File: src/hsst_pkg.sv
// shared types and constants for the http/2 stream state tracker
package hsst_pkg;

    // stream phase codes
    localparam logic [2:0] PH_IDLE       = 3'd0;
    localparam logic [2:0] PH_OPEN       = 3'd1;
    localparam logic [2:0] PH_RES_LOCAL  = 3'd2;
    localparam logic [2:0] PH_RES_REMOTE = 3'd3;
    localparam logic [2:0] PH_HC_LOCAL   = 3'd4;
    localparam logic [2:0] PH_HC_REMOTE  = 3'd5;
    localparam logic [2:0] PH_CLOSED     = 3'd6;

    // frame event codes
    localparam logic [3:0] ACT_SEND_HDR    = 4'd0;
    localparam logic [3:0] ACT_RECV_HDR    = 4'd1;
    localparam logic [3:0] ACT_SEND_ENDHDR = 4'd2;
    localparam logic [3:0] ACT_RECV_ENDHDR = 4'd3;
    localparam logic [3:0] ACT_SEND_ENDSTR = 4'd4;
    localparam logic [3:0] ACT_RECV_ENDSTR = 4'd5;
    localparam logic [3:0] ACT_SEND_RST    = 4'd6;
    localparam logic [3:0] ACT_RECV_RST    = 4'd7;
    localparam logic [3:0] ACT_DATA        = 4'd8;
    localparam logic [3:0] ACT_CLEAR       = 4'd9;

    // field widths
    localparam int ACTION_W = 4;
    localparam int PAYLEN_W = 24;
    localparam int PHASE_W  = 3;
    localparam int FLAGS_W  = 8;
    localparam int TALLY_W  = 31;

    // counter limit and threshold reset value
    localparam logic [TALLY_W-1:0] TALLY_MAX       = {TALLY_W{1'b1}};
    localparam logic [TALLY_W-1:0] THRESHOLD_RESET = 31'd30000;

    // flag bits feeding headers_complete
    localparam int FLAG_RECV_ENDHDR = 3;
    localparam int FLAG_RECV_ENDSTR = 5;

    typedef logic [PHASE_W-1:0] phase_t;
    typedef logic [TALLY_W-1:0] tally_t;

endpackage

File: src/http2_stream_state_tracker.sv
// top level: http/2 stream state tracker with received byte counter
//
//  channel | dir | handshake            | beat
//  --------+-----+----------------------+-----------------------------------------
//  s_      | in  | s_valid / s_ready    | action, frame_len
//  m_      | out | m_valid / m_ready    | state, accepted, flags, hc, bytes, wu flag
//  cfg_    | in  | cfg_valid / cfg_ready| window_update_threshold (31 bit)
//
// one beat per cycle sustained unless m_ready is low; input register, then
// next-state table and one 31-bit add/saturate/compare, then result register
// aresetn is synchronous: idle phase, flags and counter zero, threshold 30000
// input stalls only when both the input and result registers hold beats
// and m_ready is low; cfg_ready is always high
module http2_stream_state_tracker (
    input  logic                          aclk,
    input  logic                          aresetn,
    input  logic                          s_valid,
    output logic                          s_ready,
    input  logic [hsst_pkg::ACTION_W-1:0] s_action,
    input  logic [hsst_pkg::PAYLEN_W-1:0] s_frame_len,
    output logic                          m_valid,
    input  logic                          m_ready,
    output logic [hsst_pkg::PHASE_W-1:0]  m_stream_state,
    output logic                          m_accepted,
    output logic [hsst_pkg::FLAGS_W-1:0]  m_event_flags,
    output logic                          m_headers_complete,
    output logic [hsst_pkg::TALLY_W-1:0]  m_received_bytes,
    output logic                          m_window_update_needed,
    input  logic                          cfg_valid,
    output logic                          cfg_ready,
    input  logic [hsst_pkg::TALLY_W-1:0]  cfg_data
);
    import hsst_pkg::*;

    // input register
    logic                in_valid_reg;
    logic [ACTION_W-1:0] in_action_reg;
    logic [PAYLEN_W-1:0] in_paylen_reg;

    // stream state
    phase_t              phase_reg,  phase_next;
    logic [FLAGS_W-1:0]  flags_reg,  flags_next;
    tally_t              tally_reg,  tally_next;
    tally_t              thresh_reg;

    // result register
    logic                out_valid_reg;
    phase_t              out_phase_reg;
    logic                out_ok_reg;
    logic [FLAGS_W-1:0]  out_flags_reg;
    logic                out_hc_reg;
    tally_t              out_tally_reg;
    logic                out_wu_reg;

    logic                advance;
    logic                ok;
    logic                wu;
    logic [TALLY_W:0]    sum;
    tally_t              sum_sat;
    logic                active;

    // pipeline flow control
    assign advance   = in_valid_reg && (!out_valid_reg || m_ready);
    assign s_ready   = !in_valid_reg || advance;
    assign cfg_ready = 1'b1;

    // saturating add of the data payload
    assign sum     = {1'b0, tally_reg} + {{(TALLY_W + 1 - PAYLEN_W){1'b0}}, in_paylen_reg};
    assign sum_sat = sum[TALLY_W] ? TALLY_MAX : sum[TALLY_W-1:0];
    assign active  = (phase_reg >= PH_OPEN) && (phase_reg <= PH_HC_REMOTE);

    // next-state table
    always_comb begin
        phase_next = phase_reg;
        tally_next = tally_reg;
        flags_next = flags_reg;
        ok         = 1'b0;
        wu         = 1'b0;
        unique case (in_action_reg)
            ACT_SEND_HDR: begin
                if (phase_reg == PH_IDLE) begin
                    phase_next = PH_OPEN;
                    ok         = 1'b1;
                end else if (phase_reg == PH_RES_LOCAL) begin
                    phase_next = PH_HC_REMOTE;
                    ok         = 1'b1;
                end
            end
            ACT_RECV_HDR: begin
                if (phase_reg == PH_IDLE) begin
                    phase_next = PH_OPEN;
                    ok         = 1'b1;
                end else if (phase_reg == PH_RES_REMOTE) begin
                    phase_next = PH_HC_LOCAL;
                    ok         = 1'b1;
                end
            end
            ACT_SEND_ENDHDR, ACT_RECV_ENDHDR: begin
                ok = 1'b1;
            end
            ACT_SEND_ENDSTR: begin
                if (phase_reg == PH_OPEN) begin
                    phase_next = PH_HC_LOCAL;
                    ok         = 1'b1;
                end else if (phase_reg == PH_HC_REMOTE) begin
                    phase_next = PH_CLOSED;
                    ok         = 1'b1;
                end
            end
            ACT_RECV_ENDSTR: begin
                if (phase_reg == PH_OPEN) begin
                    phase_next = PH_HC_REMOTE;
                    ok         = 1'b1;
                end else if (phase_reg == PH_HC_LOCAL) begin
                    phase_next = PH_CLOSED;
                    ok         = 1'b1;
                end
            end
            ACT_SEND_RST, ACT_RECV_RST: begin
                if (active) begin
                    phase_next = PH_CLOSED;
                    ok         = 1'b1;
                end
            end
            ACT_DATA: begin
                tally_next = sum_sat;
                wu         = sum_sat > thresh_reg;
                ok         = 1'b1;
            end
            ACT_CLEAR: begin
                tally_next = '0;
                ok         = 1'b1;
            end
            default: begin
                ok = 1'b0;
            end
        endcase
        // flag bit for accepted stream events
        if (ok && !in_action_reg[ACTION_W-1]) begin
            flags_next[in_action_reg[ACTION_W-2:0]] = 1'b1;
        end
    end

    // input register control
    always_ff @(posedge aclk) begin
        if (!aresetn) begin
            in_valid_reg <= 1'b0;
        end else if (s_ready) begin
            in_valid_reg <= s_valid;
        end
    end

    // input register payload
    always_ff @(posedge aclk) begin
        if (s_valid && s_ready) begin
            in_action_reg <= s_action;
            in_paylen_reg <= s_frame_len;
        end
    end

    // stream state and threshold
    always_ff @(posedge aclk) begin
        if (!aresetn) begin
            phase_reg  <= PH_IDLE;
            flags_reg  <= '0;
            tally_reg  <= '0;
            thresh_reg <= THRESHOLD_RESET;
        end else begin
            if (advance) begin
                phase_reg <= phase_next;
                flags_reg <= flags_next;
                tally_reg <= tally_next;
            end
            if (cfg_valid && cfg_ready) begin
                thresh_reg <= cfg_data;
            end
        end
    end

    // result register control
    always_ff @(posedge aclk) begin
        if (!aresetn) begin
            out_valid_reg <= 1'b0;
        end else if (advance) begin
            out_valid_reg <= 1'b1;
        end else if (m_ready) begin
            out_valid_reg <= 1'b0;
        end
    end

    // result register payload
    always_ff @(posedge aclk) begin
        if (advance) begin
            out_phase_reg <= phase_next;
            out_ok_reg    <= ok;
            out_flags_reg <= flags_next;
            out_hc_reg    <= flags_next[FLAG_RECV_ENDHDR] && flags_next[FLAG_RECV_ENDSTR];
            out_tally_reg <= tally_next;
            out_wu_reg    <= wu;
        end
    end

    // result beat
    assign m_valid                = out_valid_reg;
    assign m_stream_state         = out_phase_reg;
    assign m_accepted             = out_ok_reg;
    assign m_event_flags          = out_flags_reg;
    assign m_headers_complete     = out_hc_reg;
    assign m_received_bytes       = out_tally_reg;
    assign m_window_update_needed = out_wu_reg;

endmodule

File: config.mk
export PLATFORM = sky130hd
export DESIGN_NAME = http2_stream_state_tracker
export DESIGN_NICKNAME = d
export VERILOG_FILES = /design/src/hsst_pkg.sv /design/src/http2_stream_state_tracker.sv
export SDC_FILE = /design/constraint.sdc
export NUM_CORES = 1
export LEC_CHECK = 0
export BUFFER_PORTS_ARGS = -buffer_cell sky130_fd_sc_hd__buf_2
export CAP_MARGIN = 20
export CORE_ASPECT_RATIO = 1.4
export CORE_MARGIN = 2
export CORE_UTILIZATION = 45
export CTS_CLUSTER_DIAMETER = 100
export CTS_CLUSTER_SIZE = 28
export DETAILED_ROUTE_END_ITERATION = 16
export GPL_ROUTABILITY_DRIVEN = 0
export PLACE_DENSITY = 0.65
export SYNTH_ARGS = -nofsm -noshare
export SYNTH_HDL_FRONTEND = slang
export SYNTH_SLANG_ARGS = --single-unit
File: constraint.sdc
create_clock -name aclk -period 3.9 [get_ports aclk]
set_input_delay 1.17 -clock aclk [delete_from_list [all_inputs] [get_ports aclk]]
set_output_delay 1.17 -clock aclk [all_outputs]
set_load 0.05 [all_outputs]
* Word level (Yosys, flattened, before mapping) *
Cells that the tools add are included.

cells by class
  add/sub/neg operators = 1
  magnitude comparators = 5
  equal/unequal tests = 14
  multiplexer cells = 27
  bitwise operators = 1
  reduce and logical (&&, ||, !) cells = 16

operators by type and width
  operator                                                           number
  case mux 31 bit (2 select lines)                                   1
  adder 31 x 24 -> 32 bit                                            1
  > comparator 31 bit                                                1
  2-to-1 mux 31 bit                                                  1
  2-to-1 mux 3 bit                                                   9
  equality test 4 x 3 -> 1 bit, second input constant                4
  case mux 3 bit (5 select lines)                                    1
  2-to-1 mux 1 bit                                                   12
  equality test 4 x 2 -> 1 bit, second input constant                2
  equality test 4 bit, second input constant                         2
  2-to-1 mux 8 bit                                                   1
  bitwise OR 8 bit                                                   1
  equality test 3 x 2 -> 1 bit, second input constant                2
  equality test 3 bit, second input constant                         2
  greater-or-equal comparator 3 x 1 -> 1 bit, second input constant  2
  logical AND 1 bit                                                  6
  case mux 1 bit (6 select lines)                                    1
  equality test 4 x 1 -> 1 bit, second input constant                1
  logical NOT 4 bit                                                  1
  less-than comparator 3 x 4 -> 1 bit, second input constant         1
  OR reduction 4 bit                                                 1
  demux 1 bit (select 3 bit)                                         1
  equality test 3 x 1 -> 1 bit, second input constant                1
  less-or-equal comparator 3 bit, second input constant              1
  5 further kinds                                                    8

storage, ports and cells
  bits in registers = 148
  word-level logic and storage cells = 78

* Depth between registers and ports, before layout *
Gate-level depths: netlist of the first run.

  word-level depth = 7
  mapped depth = 20

* Worst setup path before layout of the first run *
OpenSTA, ideal clock, no wires.

  path type = flip-flop to flip-flop
  from = register tally_reg[0]
  to = register out_wu_reg, in the netlist m_window_update_needed, data pin
  arrival time = 3.463 ns
  slack = 0.172 ns
  stages on the path, launching flop included = 21
  path buffers = 1
  cell sequence = dfxtp_1 ha_1 inv_1 fa_1 nand2b_1 a21o_1 a31oi_4 a21oi_4 nor4b_2 or2_1 buf_4 xnor2_1 nand2_1 ha_1 a21o_1 a21o_1 a21oi_1 o21ai_0 o21a_1 o21ai_0 a31oi_1

between the ends
  word-level cells in the longest chain between the ends = 3

ends and longest elaborated chain
  item                      line                               text
  start: declaration        http2_stream_state_tracker.sv:43   tally_t tally_reg, tally_next;
  start signal: assignment  http2_stream_state_tracker.sv:172  tally_reg <= tally_next;
  adder 31 x 24 -> 32 bit   http2_stream_state_tracker.sv:68   assign sum = {1'b0, tally_reg} + {{(TALLY_W + 1 - PAYLEN_W){1'b0}}, in_paylen_reg};
  2-to-1 mux 31 bit         http2_stream_state_tracker.sv:69   assign sum_sat = sum[TALLY_W] ? TALLY_MAX : sum[TALLY_W-1:0];
  > comparator 31 bit       http2_stream_state_tracker.sv:127  wu = sum_sat > thresh_reg;
  end signal: assignment    http2_stream_state_tracker.sv:199  out_wu_reg <= wu;
  end: declaration          http2_stream_state_tracker.sv:53   logic out_wu_reg;

No other way between the ends.
A chain may end at the register's enable or synchronous reset.

* Worst setup path after layout of the first run *
  from = register in_paylen_reg[0]
  to = register out_wu_reg, in the netlist m_window_update_needed, data pin

between the ends
  word-level cells in the longest chain between the ends = 3

ends and longest elaborated chain
  item                      line                               text
  start: declaration        http2_stream_state_tracker.sv:38   logic [PAYLEN_W-1:0] in_paylen_reg;
  start signal: assignment  http2_stream_state_tracker.sv:157  in_paylen_reg <= s_frame_len;
  adder 31 x 24 -> 32 bit   http2_stream_state_tracker.sv:68
  2-to-1 mux 31 bit         http2_stream_state_tracker.sv:69
  > comparator 31 bit       http2_stream_state_tracker.sv:127

No other way between the ends.

==> results of run 1 <==
-- report_power, final --
| group | switching (W) | leakage, nW | total [W] | internal, W |
|---|---|---|---|---|
| combinational | 0.000321 | 2.68 | 0.000495 | 0.000174 |
| sequential | 0.0000362 | 1.30 | 0.00174 | 0.00170 |
| clock | 0.000666 | 0.302 | 0.00174 | 0.00108 |
| total | 0.00102 | 4.28 | 0.00397 | 0.00295 |
-- kinds of logic after synthesis --
| kind of cell | Yosys count | share of synthesized area, % |
|---|---|---|
| multiplexers | 27 | 3.38 |
| buffers and inverters | 106 | 5.20 |
| flip-flops | 148 | 46.0 |
| AND/OR/NAND/NOR | 256 | 14.5 |
| XOR/XNOR | 22 | 2.40 |
| AO/OA/AOI/OAI | 232 | 19.7 |
| other | 1 | 0.0467 |
| adder cells (fa/ha/maj) | 56 | 8.81 |
-- cells in the mapped netlist, drive strengths merged, types with 17 or more instances --
library cell | n | area (um^2)
clkbuf | 26 | 97.6
a22o | 17 | 149
inv | 64 | 240
nor2 | 96 | 360
a21oi | 54 | 282
a21o | 22 | 165
dfxtp | 75 | 1500
mux2i | 26 | 260
ha | 55 | 688
nand2 | 84 | 315
edfxtp | 73 | 2190
o21ai | 65 | 329
-- worst reg2reg max path, stage by stage, from the launching register on --
cell and delay, ps:
sky130_fd_sc_hd__edfxtp_1 340, sky130_fd_sc_hd__ha_2 200, sky130_fd_sc_hd__inv_1 60, sky130_fd_sc_hd__fa_2 350, sky130_fd_sc_hd__nand2b_4 160, sky130_fd_sc_hd__a21o_1 220
sky130_fd_sc_hd__a31oi_4 240, sky130_fd_sc_hd__buf_6 150, sky130_fd_sc_hd__a31oi_1 110, sky130_fd_sc_hd__a21bo_2 230, sky130_fd_sc_hd__xor2_1 70, sky130_fd_sc_hd__or2_1 260
sky130_fd_sc_hd__ha_1 300, sky130_fd_sc_hd__a21o_1 160, sky130_fd_sc_hd__a21o_1 180, sky130_fd_sc_hd__a21oi_2 130, sky130_fd_sc_hd__o21ai_0 90, sky130_fd_sc_hd__a21oi_1 150
sky130_fd_sc_hd__a31oi_1 90
-- routing by layer --
layer	vias up	part of all wire [%]	wire length (um)	global-route usage, %
met4	0	3.2	666	9.09
met2	212	51	10700	39.7
met1	3125	41	8550	27.1
li1	3291	-	-	-
met3	39	5.2	1080	4.63
met5	-	0	0	0
-- timing repair --
item / 4_1_cts / 5_1_grt
endpoints found under the setup margin: 0 / 1
setup buffers: 0 / 4
gates resized for setup: 0 / 36
-- metrics by stage --
stage	setup TNS, ps	setup slack, ps	power [W]	cells	cell area [um^2]
after floorplan	0	172	0.00209	848	8030
after global placement	0	40.6	0.00224	1194	9020
after detailed placement	0	30.6	0.00225	1194	9020
after CTS	0	7.91	0.00400	1226	9650
after global routing	-56.9	-56.9	0.00412	1231	9870
final	0	159	0.00397	1231	9870
-- final timing paths --
| kind | startpoint | end | slack (ps) | cells past startpoint |
|---|---|---|---|---|
| max | in_paylen_reg[0] | m_window_update_needed | 160 | 18 |
| min | flags_reg[0] | flags_reg[0] | 460 | 1 |
| max reg2reg | in_paylen_reg[0] | m_window_update_needed | 160 | 18 |
| min reg2reg | flags_reg[0] | flags_reg[0] | 460 | 1 |
-- layout make-up --
class                      count  share of cell area, %
timing repair buffer         157                   9.19
sequential                   148                   37.4
clock inverter                15                   2.08
multi-input combinational    594                   41.5
tap                          236                   2.99
inverter                      64                   2.43
clock buffer                  17                   4.31
==> metrics list, run 1 <==
* Worst hold margin: 464 ps
- Using the TritonRoute via totals, the vias-per-cell ratio works out to 5.42.
- Fraction of the cycle the final worst path needs: 95.9%
* Via count of the first global-routing pass: 6555
- TritonCTS built the clock tree.
- The most used flip-flop cell after synthesis is sky130_fd_sc_hd__dfxtp_1.
* Filler instances: 1644
- The first routing iteration left around 470 violations.
* Post-synthesis instance area: 8030 um^2
- Entering global routing, the biggest net connects 58 pins.
* Mapped Avg Cell Area: 9.47 um^2
- Port buffering added 110 buffers.
* Cell chosen for the clock root: sky130_fd_sc_hd__clkbuf_16
* Kind of critical path: flop to flop
* Commonest non-fill, non-tap cell in the layout: sky130_fd_sc_hd__buf_2
* Number of buffers inserted during clock tree synthesis: 17
* Worst EP arrival: a little under 4000 ps
- The post-route netlist has 23.6% of its cells at a drive strength greater than 1.
- The floorplan step set the die height to ~160 um.
* Sequential cell area in the final layout: between 3000 and 4000 um^2
- The floorplan step set the die width to about 120 um.
- For this run, the register share of the synthesized area comes to approximately 46%.
- Kind of launch point of the worst setup path: flop
- Clock slew at the register clock pins of the worst setup and hold paths: 60 ps
- The top cell types in the final layout, fill and taps aside, are sky130_fd_sc_hd__buf_2 (110), sky130_fd_sc_hd__nor2_1 (95), sky130_fd_sc_hd__nand2_1 (84).
* Area taken by multi-input logic gates: 4100 um^2
- Peak Freq: 267 MHz
- Final #Nets: 1102
* First-pass GRT wire length: 33000 um
- The analysis attributes to cell leakage a power of 4.28 nW.
- Initial core utilization: 46.2%
* Overall via count from detail_route: ~6700
* Cell Chain, Critical Path: ha_2 > inv_1 > fa_2 > nand2b_4 > a21o_1 > a31oi_4 > buf_6 > a31oi_1 > a21bo_2 > xor2_1 > or2_1 > ha_1 > a21o_1 > a21o_1 > a21oi_2 > o21ai_0 > a21oi_1 > a31oi_1
* Core region area: 17400 um^2
- The final hold violation count was 0.
- In this run the core area contains 57 standard-cell rows.
- Number of warnings reported in the yosys synthesis log: 0
- Summed over all nets, the half-perimeter wirelength after detailed placement is 15100 um.
- The detail route stage leaves a number of antenna-violating nets equal to 0.
- Most frequent cell on the critical path: sky130_fd_sc_hd__a21o_1
- Overall overflow remaining after global route: 0
- Count of flip-flops with a built-in enable after synthesis: 73
- In the synthesized netlist the async set-or-reset flop fraction comes to 0%.
* Number of buffer and inverter instances along the worst setup path: 2
- Global routing used 22.8% of the available tracks.
- At the later pin of the worst-skew pair, clock insertion delay measures 430 ps.
* Synth Instances: roughly 850
- Crit. End Element: flop
- Top-Level Pins: 112
- Synthesis instantiated 72 different standard cells from the library.
* Maximum number of buffers from clock root to sink: 2
- Along the worst path, the maximum fanout reaches 4.
- Worst vdd rail ir drop: 0.270 mV
- The repair_antennas step left the layout with diodes totalling 0.
* Measured slew at the worst slew-check pin: 1060 ps
* CP top delay family: compound AO/OA/AOI/OAI gates
- Worst hold path type: flop to flop
- Die Footprint: 19000 um^2
- The number of nets handed over by synthesis was 968.
- Once layout is complete, the utilization of the core stands at between 50% and 60%.
* Hold buffer count at cts: 0
* Area delta synth->final: 22.8%
* Total routed wirelength: 21000 um
- In this run the number of H-tree levels came out at 4.
- Across the run, the number of max-cap violations was 0.
- Subtracting the final worst setup slack from the clock period gives about 3700 ps.
- The flow ran to the end, and the final reports show no timing, DRC or antenna violations.
- Critical Path RT: between 4000 and 5000 ps
- Among all stages on the critical path, the largest delay is contributed by sky130_fd_sc_hd__fa_2.
- Number of antenna violations at the first check in global routing: 0
- In this run, synthesis produced a sequential element count of 148.
- First-pass iteration count of the detailed router: 5
* Worst-case clock skew: 8.65 ps
* Mean routed wirelength per cell: 17.1 um
* Sink count of the clock tree: 148
* Worst rel slew slack: 29.6%
* # setup viols final: 0
- The number of max-slew violations in the final report came to 0.
- Post-detailed-route DRC marker count: 0
- In this design, the stage delay of the slowest critical-path cell is 350 ps.
- Power spread over the standard cell area amounts to 403 nW/um^2.
Power figures use the tool's default switching activity.
==> inputs of run 2 (changes only) <==
--- a/config.mk
+++ b/config.mk
@@ -5,6 +5,7 @@
 export SDC_FILE = /design/constraint.sdc
 export NUM_CORES = 1
 export LEC_CHECK = 0
+export ABC_AREA = 1
 export BUFFER_PORTS_ARGS = -buffer_cell sky130_fd_sc_hd__buf_2
 export CAP_MARGIN = 20
 export CORE_ASPECT_RATIO = 1.4
@@ -14,7 +15,7 @@
 export CTS_CLUSTER_SIZE = 28
 export DETAILED_ROUTE_END_ITERATION = 16
 export GPL_ROUTABILITY_DRIVEN = 0
-export PLACE_DENSITY = 0.65
+export PLACE_DENSITY = 0.64
 export SYNTH_ARGS = -nofsm -noshare
 export SYNTH_HDL_FRONTEND = slang
 export SYNTH_SLANG_ARGS = --single-unit
==> run 2 against run 1 <==
  * Hold slack improved by 5.4 ps
  * Wire length increased by 13%
  * Area after synthesis up 11%
  * Largest power group unchanged
  * Sequential share of layout area shrank 1.6 points
==> metrics list, run 2 <==
- Outcome: complete, no violations
- Critical Path RT: between 4000 and 5000 ps
- Commonest non-fill, non-tap cell in the layout: sky130_fd_sc_hd__nand2_1
- Synthesis instantiated 40 different standard cells from the library.
- Yosys mapped a number of flops with a built-in enable equal to 73.
- Sorting the synthesized cells by how often they occur yields sky130_fd_sc_hd__nand2_1 (354), sky130_fd_sc_hd__inv_1 (215), sky130_fd_sc_hd__nor2_1 (89).
- Post-route design area: 10300 um^2
- Horizontal die dimension: 123 um
- Each instance of the synthesized netlist takes up on average 7.28 um^2.
- After clock tree synthesis, the clock-pin slew on the worst setup and hold paths is around 70 ps.
* First-pass GRT wire length: 37500 um
- Net count of the mapped netlist: 1347
- After clock tree synthesis, the flow added hold-fix buffers numbering 0.
- The die covers 21000 um^2.
* Most instantiated flip-flop cell in the synthesis netlist: sky130_fd_sc_hd__dfxtp_1
- Vias/cell: 5.07
- Area delta synth->final: 15.2%
* Overall via count from detail_route: a little over 8000
* Maximum number of buffers from clock root to sink: 2
- After layout, the worst setup slack is 323 ps.
- Clock skew on the completed layout was measured at 11.6 ps.
* Internal: between 0.002 and 0.003 W
* Final #Nets: about 1500
* DRC violation total after the first TritonRoute iteration: between 400 and 500
- Summing every instance area after synthesis gives 8940 um^2.
- Most frequent cell on the critical path: sky130_fd_sc_hd__nand2_1
- Top-Level Pins: 112
* Floorplan row count: 61
- Number of antenna violations at the first check in global routing: 0
- The worst-case IR drop observed on VDD is ~0.32 mV.
- Kind of launch point of the worst setup path: flop
- Entering global routing, the biggest net connects 45 pins.
- Net switching is approximately a third of the power.
* Worst hold path type: flop to flop
- The via count of the first global-routing pass came to roughly 7800.
* Most repeated cell in the gate-level netlist after synthesis: sky130_fd_sc_hd__nand2_1
* Die Y: 171 um
- Fin crit period: between 3000 and 4000 ps
* Fraction of power consumed by the clock network: 36.0%
- Together, buffers and inverters on the worst path number 2.
- The critical path is of the flop to flop type.
- Residual antenna-violating net count after detailed routing: 0
- FFs w/ async S/R, synth: 0%
* Port Buffers: 110
- The slowest stage of the critical path is the sky130_fd_sc_hd__edfxtp_1 cell.
- For the pin with the worst max-slew slack, the measured transition is 751 ps.
- Cell Chain, Critical Path: ha_1 > nand2_2 > inv_1 > a21oi_1 > nand2_1 > nand2_1 > nand2_2 > a21oi_4 > buf_4 > nand3_2 > ha_1 > nand4_1 > nor3b_2 > nand2_1 > nor4_1 > nand2_1 > a21oi_1
- Total routed wirelength: 23800 um
- TritonCTS built the clock tree.
- Cell type with the largest total area after synthesis: sky130_fd_sc_hd__edfxtp_1
* Overall overflow remaining after global route: 0
- In the routed design, unresolved DRC markers number 0.
- In this run the worst path has a maximum fanout of 16.
* Switching power: approximately 0.0013 W
* Post-Place Cell Area: 9750 um^2
- After legalization and detailed placement, the total HPWL measured 18500 um.
- Register share of total power: 42.0%
* Cell chosen for the clock root: sky130_fd_sc_hd__clkbuf_16
- Sink count of the clock tree: 148
* # H-tree levels: 4
* Crit. End Element: flop
* Top library cells by usage in the layout, fill and taps aside: sky130_fd_sc_hd__nand2_1 (354), sky130_fd_sc_hd__inv_1 (214), sky130_fd_sc_hd__buf_2 (110)
- On the critical path the largest part of the delay comes from simple AND/OR/NAND/NOR gates.
* Mean routed wirelength per cell: 14.9 um
- Post-layout power: 0.00424 W
- Area fraction of the dominant cell type after synthesis: 24.5%
- In this run the static leakage power is 5.33 nW.
- Before CTS, the worst setup slack after placement is 253 ps.
* Setup_tns: 0 ps
- Fraction of the cycle the final worst path needs: just over 90%
- Number of max-cap violations: 0
- Max-slew violation count: 0
* Share of post-route cells with drive strength above 1: 13.8%
- Of the total power, combinational logic draws around 22%.
* Placed Instances: 1567
* Count of state elements after synthesis: 148
- Worst path max stage delay: 390 ps
- # setup viols final: 0
- Timing would allow up to 280 MHz.
* Setup repair after global routing missed its margin: false
- Worst EP arrival: 3880 ps
- For this configuration, the core starts out at a cell density of a little under half.
- Measured against its own limit, the worst slew margin works out to 49.9%.
- Global routing used 23.5% of the available tracks across all layers.
- Area contributors post-synth: sky130_fd_sc_hd__edfxtp_1 (25%), sky130_fd_sc_hd__dfxtp_1 (17%), sky130_fd_sc_hd__nand2_1 (15%), sky130_fd_sc_hd__inv_1 (9.0%), sky130_fd_sc_hd__ha_1 (7.7%)
- Latest clock arrival within the worst-skew pair: 440 ps
* Final Hold Viols: 0
- For this run, the number of Yosys warnings is 0.
- Synthesis produced a netlist whose cell count is 1227.
- Number of buffers inserted during clock tree synthesis: 17
* Number of diodes: 0
- The finished layout holds 1599 standard cells, fillers aside.
- After floorplanning, the core was sized to cover 19700 um^2.
- Power spread over the standard cell area amounts to 412 nW/um^2.
- The first detailed-routing pass took 5 iterations.
- Sequential fraction of the synthesis area: 41.3%
==> run 2: cell types whose count changed in the layout (fill, tap and decap cells not counted), moves of 15 or more <==
cell	before	now
sky130_fd_sc_hd__o21ai_0	46	64
sky130_fd_sc_hd__a21o_1	22	1
sky130_fd_sc_hd__nand2_1	84	354
sky130_fd_sc_hd__mux2i_1	26	0
sky130_fd_sc_hd__nand3_1	11	71
sky130_fd_sc_hd__inv_1	63	214
sky130_fd_sc_hd__a21oi_1	47	87
sky130_fd_sc_hd__buf_4	46	10
sky130_fd_sc_hd__o21ai_1	18	3
sky130_fd_sc_hd__a22o_1	17	0
==> run 2: path summary, 6_finish.rpt <==
path | endpoint | cells past startpoint | slack (ps) | from
max | m_window_update_needed | 17 | 320 | in_paylen_reg[5]
min | thresh_reg[16] | 2 | 470 | thresh_reg[16]
max reg2reg | m_window_update_needed | 17 | 320 | in_paylen_reg[5]
min reg2reg | thresh_reg[16] | 2 | 470 | thresh_reg[16]
==> run 2: area by class of cell <==
class / count / area [um^2]
clock buffers: 20 / 437
clock inverters: 12 / 106
fillers: 1960 / 9390
inverters: 219 / 823
multi-input cells: 827 / 4280
flip-flops and latches: 148 / 3690
well taps: 252 / 315
repair buffers: 121 / 646
==> run 2: logic make-up after synthesis <==
group                      share of synthesized area [%]
adders and majority gates                           7.92
xor gates and xnor gates                            1.27
buffers and inverters                               10.9
AOI/OAI and AO/OA                                   10.8
DFF                                                 41.3
other                                             0.0420
and+or+nand+nor                                     27.8
==> run 2: layer usage <==
| layer | global-route usage, % | share of wire (%) |
|---|---|---|
| met5 | 0 | 0 |
| met4 | 13.6 | 5.0 |
| met3 | 4.67 | 4.1 |
| met2 | 42.0 | 51 |
| met1 | 25.4 | 40 |
==> run 2: through the flow <==
stage	util, %	hold slack [ps]
5_1_grt	52.3	500
4_1_cts	52.3	470
3_5_place_dp	49.5	460
3_3_place_gp	49.5	449
2_1_floorplan	-	439
6_report	52.3	469
==> run 2: tightest hold or removal path: cells and delay by family, from the launching register on <==
kind	cells	cell delay, ps
buf+inv	1	60
compound gates	1	60
flops	1	300
==> run 2: power by group through the flow <==
stage | clock network [W] | logic [W] | registers [W]
floorplan | 0 | 0.000578 | 0.00190
global placement | 0 | 0.000917 | 0.00181
detailed placement | 0 | 0.000928 | 0.00182
CTS | 0.00156 | 0.000933 | 0.00178
global route | 0.00162 | 0.00105 | 0.00179
finish | 0.00153 | 0.000930 | 0.00178
==> run 2: what timing repair did <==
action                                  CTS  global route
gates resized for setup                   0             1
setup buffers                             0             0
endpoints found under the setup margin    0             1
